`config.mk`:
```
export PLATFORM = sky130hd
export DESIGN_NAME = sfp_engine_flat
export DESIGN_NICKNAME = d
export VERILOG_FILES = /design/src/rtl/core/sfp_pkg.sv /design/src/rtl/core/sfp_if.sv /design/src/rtl/core/sfp_engine.sv /design/src/flat_wrapper.sv
export SDC_FILE = /design/constraint.sdc
export NUM_CORES = 2
export LEC_CHECK = 0
export ABC_CLOCK_PERIOD_IN_PS = 26100
export BUFFER_PORTS_ARGS = -buffer_cell sky130_fd_sc_hd__buf_4
export CORE_ASPECT_RATIO = 0.5
export CORE_MARGIN = 2
export CORE_UTILIZATION = 45
export DETAILED_ROUTE_END_ITERATION = 10
export MAX_ROUTING_LAYER = met4
export PLACE_DENSITY = 0.66
export RECOVER_POWER = 50
export SLEW_MARGIN = 0
export SYNTH_ARGS = -nofsm -noshare
export SYNTH_HDL_FRONTEND = slang
export SYNTH_SLANG_ARGS = --single-unit
export TNS_END_PERCENT = 10
```
`constraint.sdc`:
```
create_clock -name clk -period 26.1 [get_ports clk]
set_input_delay 2.61 -clock clk [delete_from_list [all_inputs] [get_ports clk]]
set_output_delay 2.61 -clock clk [all_outputs]
set_load 0.03 [all_outputs]
```
`src/rtl/core/sfp_pkg.sv`:
```
`timescale 1ns / 1ps
package sfp_pkg;
  localparam int unsigned WarmupRounds = 20;
  localparam int unsigned RoundW = $clog2(WarmupRounds + 1);

  localparam logic [1:0] OP_SEED  = 2'd0;
  localparam logic [1:0] OP_RAW   = 2'd1;
  localparam logic [1:0] OP_RANGE = 2'd2;

  localparam logic [1:0] SEL_8  = 2'd0;
  localparam logic [1:0] SEL_16 = 2'd1;
  localparam logic [1:0] SEL_32 = 2'd2;
  localparam logic [1:0] SEL_64 = 2'd3;

  typedef struct packed {
    logic [1:0]  opcode;
    logic [1:0]  width_sel;
    logic [63:0] seed_value;
    logic [63:0] range_low;
    logic [63:0] range_high;
  } sfp_cmd_t;

  typedef struct packed {
    logic [63:0] value;
    logic        range_error;
  } sfp_res_t;

  typedef logic [3:0][63:0] sfp_words_t;

  function automatic logic [63:0] width_mask(input logic [1:0] sel);
    logic [63:0] m;
    case (sel)
      SEL_8:   m = 64'h0000_0000_0000_00ff;
      SEL_16:  m = 64'h0000_0000_0000_ffff;
      SEL_32:  m = 64'h0000_0000_ffff_ffff;
      default: m = 64'hffff_ffff_ffff_ffff;
    endcase
    return m;
  endfunction

  // One generator round; words are a, b, c, d in slots 0..3.
  function automatic sfp_words_t jsf_round(input sfp_words_t s, input logic [1:0] sel);
    sfp_words_t n;
    logic [63:0] e;
    n = s;
    case (sel)
      SEL_8: begin
        e = {56'd0, s[0][7:0] - {s[1][6:0], s[1][7]}};
        n[0] = {56'd0, s[1][7:0] ^ {s[2][3:0], s[2][7:4]}};
        n[1] = {56'd0, s[2][7:0] + s[3][7:0]};
        n[2] = {56'd0, s[3][7:0] + e[7:0]};
        n[3] = {56'd0, e[7:0] + n[0][7:0]};
      end
      SEL_16: begin
        e = {48'd0, s[0][15:0] - {s[1][2:0], s[1][15:3]}};
        n[0] = {48'd0, s[1][15:0] ^ {s[2][7:0], s[2][15:8]}};
        n[1] = {48'd0, s[2][15:0] + s[3][15:0]};
        n[2] = {48'd0, s[3][15:0] + e[15:0]};
        n[3] = {48'd0, e[15:0] + n[0][15:0]};
      end
      SEL_32: begin
        e = {32'd0, s[0][31:0] - {s[1][4:0], s[1][31:5]}};
        n[0] = {32'd0, s[1][31:0] ^ {s[2][14:0], s[2][31:15]}};
        n[1] = {32'd0, s[2][31:0] + s[3][31:0]};
        n[2] = {32'd0, s[3][31:0] + e[31:0]};
        n[3] = {32'd0, e[31:0] + n[0][31:0]};
      end
      default: begin
        e = s[0] - {s[1][24:0], s[1][63:25]};
        n[0] = s[1] ^ {s[2][52:0], s[2][63:53]};
        n[1] = s[2] + s[3];
        n[2] = s[3] + e;
        n[3] = e + n[0];
      end
    endcase
    return n;
  endfunction
endpackage

```
`src/rtl/core/sfp_if.sv`:
```
`timescale 1ns / 1ps
interface sfp_cmd_if;
  logic valid;
  logic ready;
  sfp_pkg::sfp_cmd_t data;
  modport source (output valid, output data, input ready);
  modport sink (input valid, input data, output ready);
endinterface

interface sfp_res_if;
  logic valid;
  logic ready;
  sfp_pkg::sfp_res_t data;
  modport source (output valid, output data, input ready);
  modport sink (input valid, input data, output ready);
endinterface

```
`src/rtl/core/sfp_engine.sv`:
```
`timescale 1ns / 1ps
module sfp_engine (
  input  logic clk,
  input  logic rst_n,
  sfp_cmd_if.sink   cmd,
  sfp_res_if.source res
);
  import sfp_pkg::*;

  localparam logic [2:0] ST_IDLE  = 3'd0;
  localparam logic [2:0] ST_SEED  = 3'd1;
  localparam logic [2:0] ST_MOD   = 3'd2;
  localparam logic [2:0] ST_ADD   = 3'd3;

  logic [2:0]  state_r, state_nxt;
  sfp_words_t  g_r [4];
  logic [RoundW-1:0] rnd_r;
  logic [1:0]  sel_r;
  logic [63:0] lo_r, span_r, num_r, rem_r;
  logic [6:0]  bit_r;
  sfp_res_t    out_r;
  logic        out_v_r;

  sfp_words_t  drawn;
  logic [63:0] m, lo_m, hi_m;
  logic [64:0] rem_sh;
  logic [64:0] rem_sub;

  assign m    = width_mask(cmd.data.width_sel);
  assign lo_m = cmd.data.range_low & m;
  assign hi_m = cmd.data.range_high & m;
  assign drawn = jsf_round(g_r[cmd.data.width_sel], cmd.data.width_sel);

  assign cmd.ready = (state_r == ST_IDLE) && !out_v_r;
  assign res.valid = out_v_r;
  assign res.data  = out_r;

  assign rem_sh  = {rem_r, num_r[bit_r[5:0]]};
  assign rem_sub = rem_sh - {1'b0, span_r};

  always_comb begin
    state_nxt = state_r;
    case (state_r)
      ST_IDLE: if (cmd.valid && cmd.ready) begin
        case (cmd.data.opcode)
          OP_SEED:  state_nxt = ST_SEED;
          OP_RANGE: state_nxt = (hi_m > lo_m) ? ST_MOD : ST_IDLE;
          default:  state_nxt = ST_IDLE;
        endcase
      end
      ST_SEED: if (rnd_r == RoundW'(WarmupRounds)) state_nxt = ST_IDLE;
      ST_MOD:  if (bit_r == 7'd0) state_nxt = ST_ADD;
      ST_ADD:  state_nxt = ST_IDLE;
      default: state_nxt = ST_IDLE;
    endcase
  end

  always_ff @(posedge clk) begin
    if (!rst_n) begin
      state_r <= ST_IDLE;
      out_v_r <= 1'b0;
      rnd_r <= '0;
      for (int i = 0; i < 4; i++) g_r[i] <= '0;
    end else begin
      state_r <= state_nxt;
      if (res.valid && res.ready) out_v_r <= 1'b0;
      case (state_r)
        ST_IDLE: if (cmd.valid && cmd.ready) begin
          sel_r <= cmd.data.width_sel;
          case (cmd.data.opcode)
            OP_SEED: begin
              g_r[0] <= {{3{56'd0, cmd.data.seed_value[7:0]}}, 64'h00ed};
              g_r[1] <= {{3{48'd0, cmd.data.seed_value[15:0]}}, 64'h5eed};
              g_r[2] <= {{3{32'd0, cmd.data.seed_value[31:0]}}, 64'hf1ea5eed};
              g_r[3] <= {{3{cmd.data.seed_value}}, 64'hf1ea5eed};
              rnd_r <= '0;
            end
            OP_RAW: begin
              g_r[cmd.data.width_sel] <= drawn;
              out_r <= '{value: drawn[3], range_error: 1'b0};
              out_v_r <= 1'b1;
            end
            OP_RANGE: begin
              g_r[cmd.data.width_sel] <= drawn;
              if (hi_m > lo_m) begin
                span_r <= hi_m - lo_m;
                lo_r <= lo_m;
                num_r <= drawn[3];
                rem_r <= '0;
                case (cmd.data.width_sel)
                  SEL_8:   bit_r <= 7'd7;
                  SEL_16:  bit_r <= 7'd15;
                  SEL_32:  bit_r <= 7'd31;
                  default: bit_r <= 7'd63;
                endcase
              end else begin
                out_r <= '{value: 64'd0, range_error: 1'b1};
                out_v_r <= 1'b1;
              end
            end
            default: begin
              out_r <= '{value: 64'd0, range_error: 1'b0};
              out_v_r <= 1'b1;
            end
          endcase
        end
        ST_SEED: begin
          // All four generators warm up together, one round per cycle.
          if (rnd_r == RoundW'(WarmupRounds)) begin
            out_r <= '{value: 64'd0, range_error: 1'b0};
            out_v_r <= 1'b1;
          end else begin
            for (int i = 0; i < 4; i++) g_r[i] <= jsf_round(g_r[i], 2'(i));
            rnd_r <= rnd_r + 1'b1;
          end
        end
        ST_MOD: begin
          // Restoring remainder, one numerator bit per cycle.
          if (!rem_sub[64]) rem_r <= rem_sub[63:0];
          else rem_r <= rem_sh[63:0];
          bit_r <= bit_r - 7'd1;
        end
        ST_ADD: begin
          out_r <= '{value: (rem_r + lo_r) & width_mask(sel_r), range_error: 1'b0};
          out_v_r <= 1'b1;
        end
        default: ;
      endcase
    end
  end
endmodule

```
`src/flat_wrapper.sv`:
```
// flat-port wrapper written by rule: the top's interface ports become plain ports
module sfp_engine_flat import sfp_pkg::*;
  (clk, rst_n, cmd_valid, cmd_data, cmd_ready, res_valid, res_data, res_ready);
  sfp_cmd_if cmd_i ();
  sfp_res_if res_i ();
  input  logic clk;
  input  logic rst_n;
  input wire logic [$bits(cmd_i.valid)-1:0] cmd_valid;
  input wire logic [$bits(cmd_i.data)-1:0] cmd_data;
  output wire logic [$bits(cmd_i.ready)-1:0] cmd_ready;
  output wire logic [$bits(res_i.valid)-1:0] res_valid;
  output wire logic [$bits(res_i.data)-1:0] res_data;
  input wire logic [$bits(res_i.ready)-1:0] res_ready;
  assign cmd_i.valid = cmd_valid;
  assign cmd_i.data = cmd_data;
  assign cmd_ready = cmd_i.ready;
  assign res_valid = res_i.valid;
  assign res_data = res_i.data;
  assign res_i.ready = res_ready;
  sfp_engine u_core (.clk(clk), .rst_n(rst_n), .cmd(cmd_i), .res(res_i));
endmodule
```
==> run metrics <==
Synth Area in Compound Gates=21.0%; worst reg2reg setup slack=12.34 ns; R2R cell count=10; Worst Hold End=u_core.rnd_r[4]; main combinational cell family by area after synthesis=compound AO/OA/AOI/OAI gates; post-cts resize count=0; post-synthesis sequential area ratio=36.1%; CP top delay family=buffers and inverters; number of synthesized flops with an enable pin=1354; DRT iter0 DRCs=16.0k; drt drc=0; Pins Over Slew Limit=1979; post-layout util=50.2%; TNS Setup=0 ns; Slew HR=-428%; mux share of post-synthesis cell area=6.66%; vias in the first global route=93.0k; HP Start=u_core.rnd_r[4]; adder-cell share of the synthesized area=12.5%; core area=250000 um^2; Max Freq=52.5 MHz; synthesized instance count=11.5k; status=finished, violations left; R2R Path End=u_core.g_r[3][128]; die area=256000 um^2; syn avg cell area=9.86 um^2; worst slew pin tran=7.92 ns; Leakage Power=54.1 nW; power per standard cell area=109 nW/um^2; RR Startpoint=u_core.state_r[0]; main flop type after synthesis=edfxtp_1; Worst path most repeated cell=clkbuf_1; CP arrival=19.46 ns; antenna violations before repair=99; Final HPWL DP=476000 um; top cells by instance count after synthesis=edfxtp_1, a21oi_1, ha_1, nand2_1, nor2_1; unrepaired setup endpoints after global routing=false; site row count=130; GRT Util Overall=45.4%; clock slew at reported path FFs=0.07 ns; Clock Path Buffers=4; IO Port Bufs=266; # hold bufs at CTS=0; Starting Density=45.2%; failing checks=max-capacitance violations, max-slew violations; Final Hold Viols=0; CP endpoint kind=flip-flop; Antenna Nets Post-Route=0; routability cong.=1.10; worst skew pair latency=0.91 ns; fin nets=13.5k; CTS H-Tree Depth=4; simple-gate area share of the yosys netlist=11.0%; fillcell total=23.4k; max-cap viol count=51; crit-path cells=clkbuf_1 > clkbuf_1 > nor2_1 > clkbuf_1 > nand2_2 > clkbuf_1 > nand2_1 > clkbuf_1 > clkbuf_1 > clkbuf_1; Hold Crit Class=reg2reg; Period minus WS final=19.06 ns; IO Count=267; Post-synth ARST share=0%; Synth Area in XOR/XNOR=9.18%; routed wire length=582000 um; Num CTS Buffers=149; CP Depth=10; maximum VDD drop=0.000135 V; CP required=26.50 ns; clock sink total=1362; hold path depth=2; Yosys reg bits=1362; first-pass GRT wire length=774000 um; CP Launch Type=input port; crit path kind=in2reg; pin count of the biggest net entering global routing=134; die width=713 um; most numerous cell in the Yosys netlist=edfxtp_1; Setup Skew=0.105 ns; slowest stage delay, CP=2.65 ns; CTS tree=yes; crit path max fanout=53; Period Utilization, post-route=73.0%; Worst path slowest cell=clkbuf_1; Die Y=359 um; grt total ovfl=0; P&R area growth vs syn=11.2%; share of layout cells above drive strength 1=7.45%; drt via density=6.53; post-synth cell types=110; final setup violation count=0; synth top area cells=edfxtp_1, ha_1, mux4_2, a21oi_1, xnor2_1; Post-Synthesis Cell Area=113000 um^2; Buf/Inv on CP=7; TritonRoute pass-1 iters=9; Synth area leader=edfxtp_1; DR WL/cell=37.0 um; root buf cell=clkbuf_16; synth warn=0; top cell type's share of synthesized area=35.9%; post-CTS setup buffer count=0; vias=103k
[flip-flops by register name, indices dropped and copies added, names as in the netlist]
name              count
u_core.bit_r          7
u_core.g_r         1024
u_core.lo_r          64
u_core.num_r         64
u_core.rem_r         64
u_core.res.data      65
u_core.res.valid      1
u_core.rnd_r          5
u_core.sel_r          2
u_core.span_r        64
u_core.state_r        2
[logic make-up after synthesis]
| group | count (synthesis) |
|---|---|
| AOI/OAI and AO/OA | 3701 |
| and+or+nand+nor | 2642 |
| DFF | 1362 |
| xor gates and xnor gates | 1175 |
| adders and majority gates | 1108 |
| buffers and inverters | 1087 |
| muxes | 395 |
| other | 1 |
[report_power, final]
part	total [W]	internal, W	leakage (nW)	switching (W)
Sequential	0.00296	0.00268	13.6	0.000282
Clock	0.00225	0.00123	2.33	0.00102
Combinational	0.00847	0.00269	38.1	0.00578
[layout by cell type (no fill, tap or decap), types with 144 or more instances in the layout]
cell type,Yosys,layout
conb_1,1,544
clkbuf_16,0,152
xnor2_1,630,628
ha_1,1074,1074
a21o_1,574,573
nor2b_1,144,144
inv_1,691,691
nand2_1,830,825
o21ai_0,736,729
edfxtp_1,1354,1354
nand2b_1,145,144
nand3_1,173,173
xor2_1,538,538
mux4_2,285,285
nor2_1,752,748
buf_4,3,290
o21bai_1,188,188
a21oi_1,1118,1118
[stage by stage]
stage | setup slack, ns | area (um^2) | hold slack (ns) | total power [W] | instances
after floorplan | 3.57 | 115000 | 0.479 | 0.00767 | 12014
after global placement | 13.85 | 121000 | 0.497 | 0.0110 | 15407
after detailed placement | 13.77 | 121000 | 0.518 | 0.0110 | 15407
after CTS | 14.64 | 126000 | 0.531 | 0.0132 | 15664
after global routing | 7.25 | 126000 | 0.601 | 0.0140 | 15729
final | 7.04 | 126000 | 0.532 | 0.0137 | 15747
[worst max-delay path by stage]
stage                  startpoint                 end  slack [ns]
finish              cmd_data[193]  u_core.g_r[0][177]        7.04
CTS                 cmd_data[192]  u_core.g_r[3][253]       14.64
detailed placement  cmd_data[192]  u_core.g_r[3][253]       13.77
floorplan           cmd_data[193]     u_core.bit_r[0]        3.57
global route        cmd_data[193]   u_core.span_r[55]        7.25
global placement    cmd_data[192]  u_core.g_r[2][221]       13.85
[tightest hold or removal path: stages, from the launching register on]
cell	delay, ns
dfxtp_1	0.35
xor2_1	0.08
nor2_1	0.07
[area by class of cell]
type | instances | area, um^2 | area share (%)
clock inverters | 92 | 928 | 0.738
multi-input cells | 9565 | 70400 | 56.0
inverters | 691 | 2590 | 2.06
repair buffers | 423 | 2770 | 2.20
clock buffers | 165 | 3850 | 3.06
flip-flops and latches | 1362 | 40800 | 32.5
diodes | 83 | 208 | 0.165
well taps | 3366 | 4210 | 3.35
[metal layers]
metal / track usage (%) / vias to the layer above / part of all wire, % / wire (um)
li1: - / 44032 / - / -
met1: 59.7 / 50843 / 41 / 238000
met2: 61.4 / 6747 / 39 / 230000
met3: 17.9 / 1229 / 14 / 83500
met4: 19.8 / 0 / 5.3 / 30800
met5: - / - / 0 / 0
No activity file was read; power rests on OpenSTA's default activity.
