**src/rtl/core/sfp_pkg.sv**
```systemverilog
`timescale 1ns / 1ps
package sfp_pkg;
  localparam int unsigned WarmupRounds = 20;
  localparam int unsigned RoundW = $clog2(WarmupRounds + 1);

  localparam logic [1:0] OP_SEED  = 2'd0;
  localparam logic [1:0] OP_RAW   = 2'd1;
  localparam logic [1:0] OP_RANGE = 2'd2;

  localparam logic [1:0] SEL_8  = 2'd0;
  localparam logic [1:0] SEL_16 = 2'd1;
  localparam logic [1:0] SEL_32 = 2'd2;
  localparam logic [1:0] SEL_64 = 2'd3;

  typedef struct packed {
    logic [1:0]  opcode;
    logic [1:0]  width_sel;
    logic [63:0] seed_value;
    logic [63:0] range_low;
    logic [63:0] range_high;
  } sfp_cmd_t;

  typedef struct packed {
    logic [63:0] value;
    logic        range_error;
  } sfp_res_t;

  typedef logic [3:0][63:0] sfp_words_t;

  function automatic logic [63:0] width_mask(input logic [1:0] sel);
    logic [63:0] m;
    case (sel)
      SEL_8:   m = 64'h0000_0000_0000_00ff;
      SEL_16:  m = 64'h0000_0000_0000_ffff;
      SEL_32:  m = 64'h0000_0000_ffff_ffff;
      default: m = 64'hffff_ffff_ffff_ffff;
    endcase
    return m;
  endfunction

  // One generator round; words are a, b, c, d in slots 0..3.
  function automatic sfp_words_t jsf_round(input sfp_words_t s, input logic [1:0] sel);
    sfp_words_t n;
    logic [63:0] e;
    n = s;
    case (sel)
      SEL_8: begin
        e = {56'd0, s[0][7:0] - {s[1][6:0], s[1][7]}};
        n[0] = {56'd0, s[1][7:0] ^ {s[2][3:0], s[2][7:4]}};
        n[1] = {56'd0, s[2][7:0] + s[3][7:0]};
        n[2] = {56'd0, s[3][7:0] + e[7:0]};
        n[3] = {56'd0, e[7:0] + n[0][7:0]};
      end
      SEL_16: begin
        e = {48'd0, s[0][15:0] - {s[1][2:0], s[1][15:3]}};
        n[0] = {48'd0, s[1][15:0] ^ {s[2][7:0], s[2][15:8]}};
        n[1] = {48'd0, s[2][15:0] + s[3][15:0]};
        n[2] = {48'd0, s[3][15:0] + e[15:0]};
        n[3] = {48'd0, e[15:0] + n[0][15:0]};
      end
      SEL_32: begin
        e = {32'd0, s[0][31:0] - {s[1][4:0], s[1][31:5]}};
        n[0] = {32'd0, s[1][31:0] ^ {s[2][14:0], s[2][31:15]}};
        n[1] = {32'd0, s[2][31:0] + s[3][31:0]};
        n[2] = {32'd0, s[3][31:0] + e[31:0]};
        n[3] = {32'd0, e[31:0] + n[0][31:0]};
      end
      default: begin
        e = s[0] - {s[1][24:0], s[1][63:25]};
        n[0] = s[1] ^ {s[2][52:0], s[2][63:53]};
        n[1] = s[2] + s[3];
        n[2] = s[3] + e;
        n[3] = e + n[0];
      end
    endcase
    return n;
  endfunction
endpackage

```
**src/rtl/core/sfp_if.sv**
```systemverilog
`timescale 1ns / 1ps
interface sfp_cmd_if;
  logic valid;
  logic ready;
  sfp_pkg::sfp_cmd_t data;
  modport source (output valid, output data, input ready);
  modport sink (input valid, input data, output ready);
endinterface


```
**src/rtl/core/sfp_queue.sv**
```systemverilog
`timescale 1ns / 1ps
module sfp_queue (
  input  logic clk,
  input  logic rst_n,
  sfp_cmd_if.sink   enq,
  sfp_cmd_if.source deq
);
  import sfp_pkg::*;
  sfp_cmd_t   mem_r [2];
  logic       wp_r, rp_r;
  logic [1:0] cnt_r;
  logic       push, pop;

  assign enq.ready = (cnt_r != 2'd2);
  assign deq.valid = (cnt_r != 2'd0);
  assign deq.data  = mem_r[rp_r];
  assign push = enq.valid && enq.ready;
  assign pop  = deq.valid && deq.ready;

  always_ff @(posedge clk) begin
    if (push) mem_r[wp_r] <= enq.data;
    if (!rst_n) begin
      wp_r <= 1'b0;
      rp_r <= 1'b0;
      cnt_r <= 2'd0;
    end else begin
      if (push) wp_r <= ~wp_r;
      if (pop) rp_r <= ~rp_r;
      cnt_r <= cnt_r + {1'b0, push} - {1'b0, pop};
    end
  end
endmodule

```
**src/flat_wrapper.sv**
```systemverilog
// flat-port wrapper written by rule: the top's interface ports become plain ports
module sfp_queue_flat import sfp_pkg::*;
  (clk, rst_n, enq_valid, enq_data, enq_ready, deq_valid, deq_data, deq_ready);
  sfp_cmd_if enq_i ();
  sfp_cmd_if deq_i ();
  input  logic clk;
  input  logic rst_n;
  input wire logic [$bits(enq_i.valid)-1:0] enq_valid;
  input wire logic [$bits(enq_i.data)-1:0] enq_data;
  output wire logic [$bits(enq_i.ready)-1:0] enq_ready;
  output wire logic [$bits(deq_i.valid)-1:0] deq_valid;
  output wire logic [$bits(deq_i.data)-1:0] deq_data;
  input wire logic [$bits(deq_i.ready)-1:0] deq_ready;
  assign enq_i.valid = enq_valid;
  assign enq_i.data = enq_data;
  assign enq_ready = enq_i.ready;
  assign deq_valid = deq_i.valid;
  assign deq_data = deq_i.data;
  assign deq_i.ready = deq_ready;
  sfp_queue u_core (.clk(clk), .rst_n(rst_n), .enq(enq_i), .deq(deq_i));
endmodule
```
**config.mk**
```make
export PLATFORM = sky130hd
export DESIGN_NAME = sfp_queue_flat
export DESIGN_NICKNAME = d
export VERILOG_FILES = /design/src/rtl/core/sfp_pkg.sv /design/src/rtl/core/sfp_if.sv /design/src/rtl/core/sfp_queue.sv /design/src/flat_wrapper.sv
export SDC_FILE = /design/constraint.sdc
export NUM_CORES = 1
export LEC_CHECK = 0
export BUFFER_PORTS_ARGS = -buffer_cell sky130_fd_sc_hd__buf_2
export CORE_MARGIN = 2
export CORE_UTILIZATION = 46
export DETAILED_ROUTE_END_ITERATION = 7
export PLACE_DENSITY_LB_ADDON = 0.12
export SYNTH_ARGS = -nofsm -noshare
export SYNTH_HDL_FRONTEND = slang
export SYNTH_SLANG_ARGS = --single-unit
export TNS_END_PERCENT = 5
```
**constraint.sdc**
```tcl
create_clock -name clk -period 24.8 [get_ports clk]
set_input_delay 3.72 -clock clk [delete_from_list [all_inputs] [get_ports clk]]
set_output_delay 3.72 -clock clk [all_outputs]
set_load 0.02 [all_outputs]
```
==> metrics.md, run 1 <==
| Metric | Value |
|---|---|
| Status | complete, no violations |
| Slowest-stage cell, CP | buf_4 |
| Total Routing Usage GR | 0.160 |
| Cell leakage power | 0.00721 uW |
| Required time at the worst-slack endpoint | 21080 ps |
| Syn_nets | 839 |
| DR iter-0 viols | 379 |
| Max-Cap Viols | 0 |
| # DRC | 0 |
| Pwr dens | 110 nW/um2 |
| Distinct cells, synth | 21 |
| Die height | 184 um |
| Layout cell share with drive strength beyond 1 | 0.603 |
| Final Cycle Share | 0.302 |
| Ranking of synthesized cells by area | edfxtp_1, mux2_4, mux2_2, buf_6, dfxtp_1 |
| Worst-Margin Slew | 1110 ps |
| Unrepaired setup endpoints after global routing | no |
| Sequential share of the synthesized area | 0.794 |
| Core footprint | 32300 um2 |
| Peak VDD IR | 0.0000748 V |
| Rows | 66 |
| Max Clk Rate | 0.134 GHz |
| Initial antenna violation count | 11 |
| Synthesized flop and latch total | 397 |
| Ys Warns | 0 |
| Clock Path Buffers | 3 |
| Register clock-pin slew on the reported worst setup and hold paths | 60 ps |
| Worst-case hold slack | 521 ps |
| Die area | 34000 um2 |
| Fin nets | 1266 |
| First-pass GRT wire length | 40800 um |
| 1st-pass router iterations | 6 |
| Placer Congestion | 0.713 |
| Crit path arrival time | 3760 ps |
| Clock skew | 9.95 ps |
| Die X | 184 um |
| Post-CTS sizing | 0 |
| Initial Utilization | 0.463 |
| Post-synth top area cell | edfxtp_1 |
| Max stage delay on crit path | 930 ps |
| Min cycle time layout | 7480 ps |
| Setup Fix Bufs, Post-CTS | 0 |
| Final setup viols | 0 |
| WL per Instance | 18.8 um |
| I/O pins | 398 |
| Hold Path Class | reg -> reg |
| Final ANT Viol Nets | 0 |
| Hold Buf Count CTS | 0 |
| DP Wirelength | 19100 um |
| Total negative setup slack | 0 ps |
| Mapped cell area | 15000 um2 |
| Number of buffers created by CTS | 42 |
| Final Hold Fails | 0 |
| Post-synth EDFFs | 392 |
| I/O Buffers | 397 |
| Sink Count | 397 |
| Total wire length | 28900 um |
| H-tree lvl count | 2 |
| Top cell type's share of synthesized area | 0.787 |
| Mean post-synth cell area | 23.5 um2 |
| Startpoint types | register |
| Largest net degree at the start of global routing | 73 |
| Worst skew pair latency | 520 ps |
| Setup CP Type | reg -> out |
| Async set-reset flop share out of synthesis | 0 |
| Critical path capture point type | output port |
| Vias in the first global route | 7304 |
| CP Cell Sequence | buf_4 -> buf_4 -> mux2_2 -> buf_2 |
| Area Overhead vs Synth | 24.7% |
| Total gr overflow | 0 |
| CP dominant cell by count | buf_4 |
| TritonCTS clock tree | built |
| CTS root buffer | clkbuf_16 |
| Vias per cell | 4.71 |
| Worst-path fanout max | 57 |
| Cells after Synth | 637 |
| Fin. max-slew vios | 0 |
| Primary FF master, synth | edfxtp_1 |
| Relative slew margins | 0.261 |
| Vias | 7248 |
[cells in the mapped netlist, types with 2 or more instances]
library cell and count:
edfxtp_1 392, mux2_4 140, mux2_2 56, buf_6 17, buf_2 5, dfxtp_1 5, and2_1 3, inv_1 3
nor2_1 3, ha_1 2
[metrics by stage]
step,utilization,area (um2),power [uW],cells,worst slack (ps)
final,0.578,18700,2050,1538,17320
after global routing,0.578,18600,2130,1536,17110
after CTS,0.577,18600,2080,1532,17240
after detailed placement,0.538,17400,1500,1462,17790
after global placement,0.538,17400,1490,1462,17770
after floorplan,-,15000,1350,637,11540
[cells by family after synthesis]
logic type,Yosys count,share of synthesized area
adders and majority gates,2,0.00167
xor gates and xnor gates,2,0.00117
AOI/OAI and AO/OA,2,0.000836
buffers and inverters,25,0.0152
DFF,397,0.794
and+or+nand+nor,13,0.00485
muxes,196,0.183
[registers in the layout, summed over array words and instances (netlist names), named ones only]
name and flops:
u_core.wp_r 1, u_core.cnt_r 2, u_core.mem_r 392, u_core.rp_r 1
[power by group]
group          internal [uW]  switching (uW)
Clock                    349             232
Sequential               851            33.7
Combinational            254             332
[path summary, 6_finish.rpt]
path / from / endpoint / slack (ps) / cells after the start
setup reg to reg: u_core.cnt_r[0]$_SDFF_PN0_ / u_core.mem_r[0][159]$_DFFE_PP_ / 21090 / 5
setup / recovery: register / deq_data[48] / 17320 / 4
hold / removal: u_core.rp_r$_SDFFE_PN0P_ / u_core.rp_r$_SDFFE_PN0P_ / 520 / 2
hold reg to reg: u_core.rp_r$_SDFFE_PN0P_ / u_core.rp_r$_SDFFE_PN0P_ / 520 / 2
[layout by cell type (no fill, tap or decap), types with 4 or more instances in the layout]
cell / Yosys / layout
clkinv_1: 0 / 6
mux2_4: 140 / 140
clkbuf_16: 0 / 45
edfxtp_1: 392 / 392
buf_2: 5 / 397
dfxtp_1: 5 / 4
buf_4: 0 / 8
mux2_2: 56 / 56
clkinv_2: 0 / 5
clkbuf_1: 0 / 12
diode_2: 0 / 6
[layout make-up]
type,count,area (um2)
antenna,6,15.0
clock buffer,57,1170
clock inverter,13,108
fill,2526,13600
inverter,3,11.3
multi-input combinational,215,2870
sequential,397,11900
tap,442,553
timing repair buffer,405,2050
[critical path, delay by kind of cell (launching register included)]
family   cells  cell delay, ps
buf+inv      3            1870
mux          1             410
flops        1             850
[metal layers]
layer | routed length (um) | global-route usage | vias to the layer above | part of all wire
met2 | 14300 | 0.266 | 252 | 0.50
met5 | 48 | 0 | - | 0.0017
li1 | - | - | 3407 | -
met3 | 2320 | 0.0593 | 52 | 0.080
met1 | 11500 | 0.189 | 3529 | 0.40
met4 | 697 | 0.0586 | 8 | 0.024
No activity file was read; power rests on OpenSTA's default activity.
==> inputs of run 2 (changes only) <==
Clock period 24.8 ns to 7.7 ns, I/O delays scaled along.
==> metrics.md, run 2 (synthesized netlist as in run 1, its figures left out) <==
| Metric | Value |
|---|---|
| Max-Cap Viols | 0 (unchanged) |
| Die X | 184 um (unchanged) |
| Reg2reg setup slack | 4740 ps (-16350 ps) |
| Status | complete, no violations |
| Die area | 34000 um2 (unchanged) |
| CTS root buffer | clkbuf_16 |
| Total negative setup slack | 0 ps (unchanged) |
| Setup Fix Bufs, Post-CTS | 0 (unchanged) |
| Core footprint | 32300 um2 (unchanged) |
| Total wire length | 30800 um (+6.4%) |
| Placed cell area | 17400 um2 (about the same) |
| I/O Buffers | 397 (unchanged) |
| NetSw | 1930 uW (+220%) |
| # fillers | 2531 (+0.20%) |
| Area Overhead vs Synth | 25.2% |
| Largest register FFs | 392 (unchanged) |
| Placer Congestion | 0.775 (+8.6%) |
| Hold Path Class | reg -> reg |
| Final Hold Fails | 0 (unchanged) |
| Internal | 4720 uW (+220%) |
| Final Cycle Share | 0.534 |
| Placed Cells | 1461 (-0.068%) |
| Top Registers | u_core.mem_r x392, u_core.cnt_r x2 |
| Worst-path fanout max | 58 (+1.8%) |
| Startpoint types | register |
| Largest net degree at the start of global routing | 165 (+130%) |
| Crit path arrival time | 2950 ps (-810 ps) |
| WL per Instance | 19.9 um (+5.9%) |
| TritonCTS clock tree | built |
| Number of buffers created by CTS | 42 (unchanged) |
| Power, Total | 6660 uW (+220%) |
| Cell leakage power | 0.00723 uW (+0.29%) |
| First-pass GRT wire length | 43200 um (+5.9%) |
| 1st-pass router iterations | 6 (unchanged) |
| Pwr dens | 355 nW/um2 (+220%) |
| Final ANT Viol Nets | 0 (unchanged) |
| Hold path startpoint | u_core.rp_r$_SDFFE_PN0P_ |
| Switching share of total power | 0.290 (-0.00108) |
| Hold Buf Count CTS | 0 (unchanged) |
| Vias in the first global route | 7507 (+2.8%) |
| Layout cell share with drive strength beyond 1 | 0.603 (about the same) |
| Required time at the worst-slack endpoint | 6550 ps (-14530 ps) |
| Cell area after layout | 18700 um2 (+0.38%) |
| Commonest non-fill, non-tap cells in the layout | buf_2, edfxtp_1, mux2_4 |
| Max stage delay on crit path | 920 ps (about the same) |
| Peak VDD IR | 0.000256 V (+240%) |
| Max Clk Rate | 0.243 GHz |
| Post-CTS sizing | 0 (unchanged) |
| Commonest non-fill, non-tap cell in the layout | buf_2 |
| Setup ws final | 3590 ps (-13730 ps) |
| Min cycle time layout | 4110 ps |
| Register clock-pin slew on the reported worst setup and hold paths | 60 ps (about the same) |
| Unrepaired setup endpoints after global routing | no |
| # DRC | 0 (unchanged) |
| CP Cell Sequence | buf_4 -> mux2_4 -> buf_2 |
| Fin cells | 1546 (+0.52%) |
| Die height | 184 um (unchanged) |
| R2R Path Start | u_core.cnt_r[0]$_SDFF_PN0_ |
| Worst slack, placed | 4040 ps (-13740 ps) |
| R2r endpoint | u_core.mem_r[0][56]$_DFFE_PP_ |
| Clock Path Buffers | 3 (unchanged) |
| Crit path to | deq_data[130] |
| Total Routing Usage GR | 0.172 (+0.0128) |
| Fin. max-slew vios | 0 (unchanged) |
| Share of power burned in registers | 0.433 (+0.002) |
| DP Wirelength | 21000 um (+9.4%) |
| Vias per cell | 4.78 (+1.5%) |
| DR iter-0 viols | 350 (-7.7%) |
| Clock Power Share | 0.288 (+0.005) |
| Fin nets | 1265 (-0.079%) |
| Largest Register | u_core.mem_r |
| H-tree lvl count | 2 (unchanged) |
| Final setup viols | 0 (unchanged) |
| I/O pins | 398 (unchanged) |
| Slowest-stage cell, CP | dfxtp_4 |
| Initial Utilization | 0.463 (unchanged) |
| Relative slew margins | 0.257 (-0.00457) |
| Initial antenna violation count | 13 (+2) |
| Worst-Margin Slew | 1110 ps (+9.20 ps) |
| Worst skew pair latency | 520 ps (about the same) |
| Rows | 66 (unchanged) |
| Combinational Power Share | 0.279 (-0.007) |
| Critical path capture point type | output port |
| Worst R2R Path Depth | 5 (unchanged) |
| Total gr overflow | 0 (unchanged) |
| Clock skew | 11.1 ps (+1.19 ps) |
| Setup CP Type | reg -> out |
| Sink Count | 397 (unchanged) |
| Vias | 7393 (+2.0%) |
-- run 2: cell types whose count changed in the layout (fill, tap and decap cells not counted) --
cell / delta
diode_2: +6
clkinv_1: +3
buf_4: -2
clkbuf_1: -2
buf_12: +1
bufinv_16: +1
clkinv_8: +1
-- run 2: final cells by class --
type                    instances  area [um2]  share of cell area
diodes                         12        30.0             0.00160
clock buffers                  55        1160              0.0621
clock inverters                18         165             0.00882
inverters                       3        11.3            0.000601
multi-input cells             215        2870               0.153
flip-flops and latches        397       11900               0.634
well taps                     442         553              0.0295
repair buffers                404        2050               0.110
-- run 2: layer usage --
metal | GRT usage | vias to the layer above | part of all wire
met2 | 0.302 | 289 | 0.52
met1 | 0.182 | 3611 | 0.36
met3 | 0.0697 | 64 | 0.089
met4 | 0.0762 | 6 | 0.031
met5 | 0 | - | 0.0014
li1 | - | 3423 | -
-- run 2: how the worst min path moves through the flow --
stage                                           to  slack [ps]  depth (start not counted)
after floorplan           u_core.wp_r$_SDFFE_PN0P_         460                          2
after global placement                    register         500                          2
after detailed placement                  register         500                          2
after CTS                                 register         520                          2
after global routing                      register         560                          2
final                                     register         510                          2
-- run 2: power by group through the flow --
stage                     clock network [uW]  logic [uW]  registers (uW)
after global placement                     0        1880            2920
after CTS                               1970        1890            2890
after floorplan                            0        1420            2890
after global routing                    2060        1970            2910
final                                   1920        1860            2880
after detailed placement                   0        1880            2930
-- run 2: per-stage QoR --
| stage | utilization | hold WS [ps] |
|---|---|---|
| 2_1_floorplan | - | 464 |
| 3_3_place_gp | 0.538 | 497 |
| 3_5_place_dp | 0.538 | 497 |
| 4_1_cts | 0.579 | 520 |
| 5_1_grt | 0.580 | 557 |
| 6_report | 0.580 | 513 |
-- run 2: worst max-delay path: cells and delay by family (launching register included) --
family | cells | cell delay [ps]
buf+inv | 2 | 1080
flops | 1 | 920
mux | 1 | 360
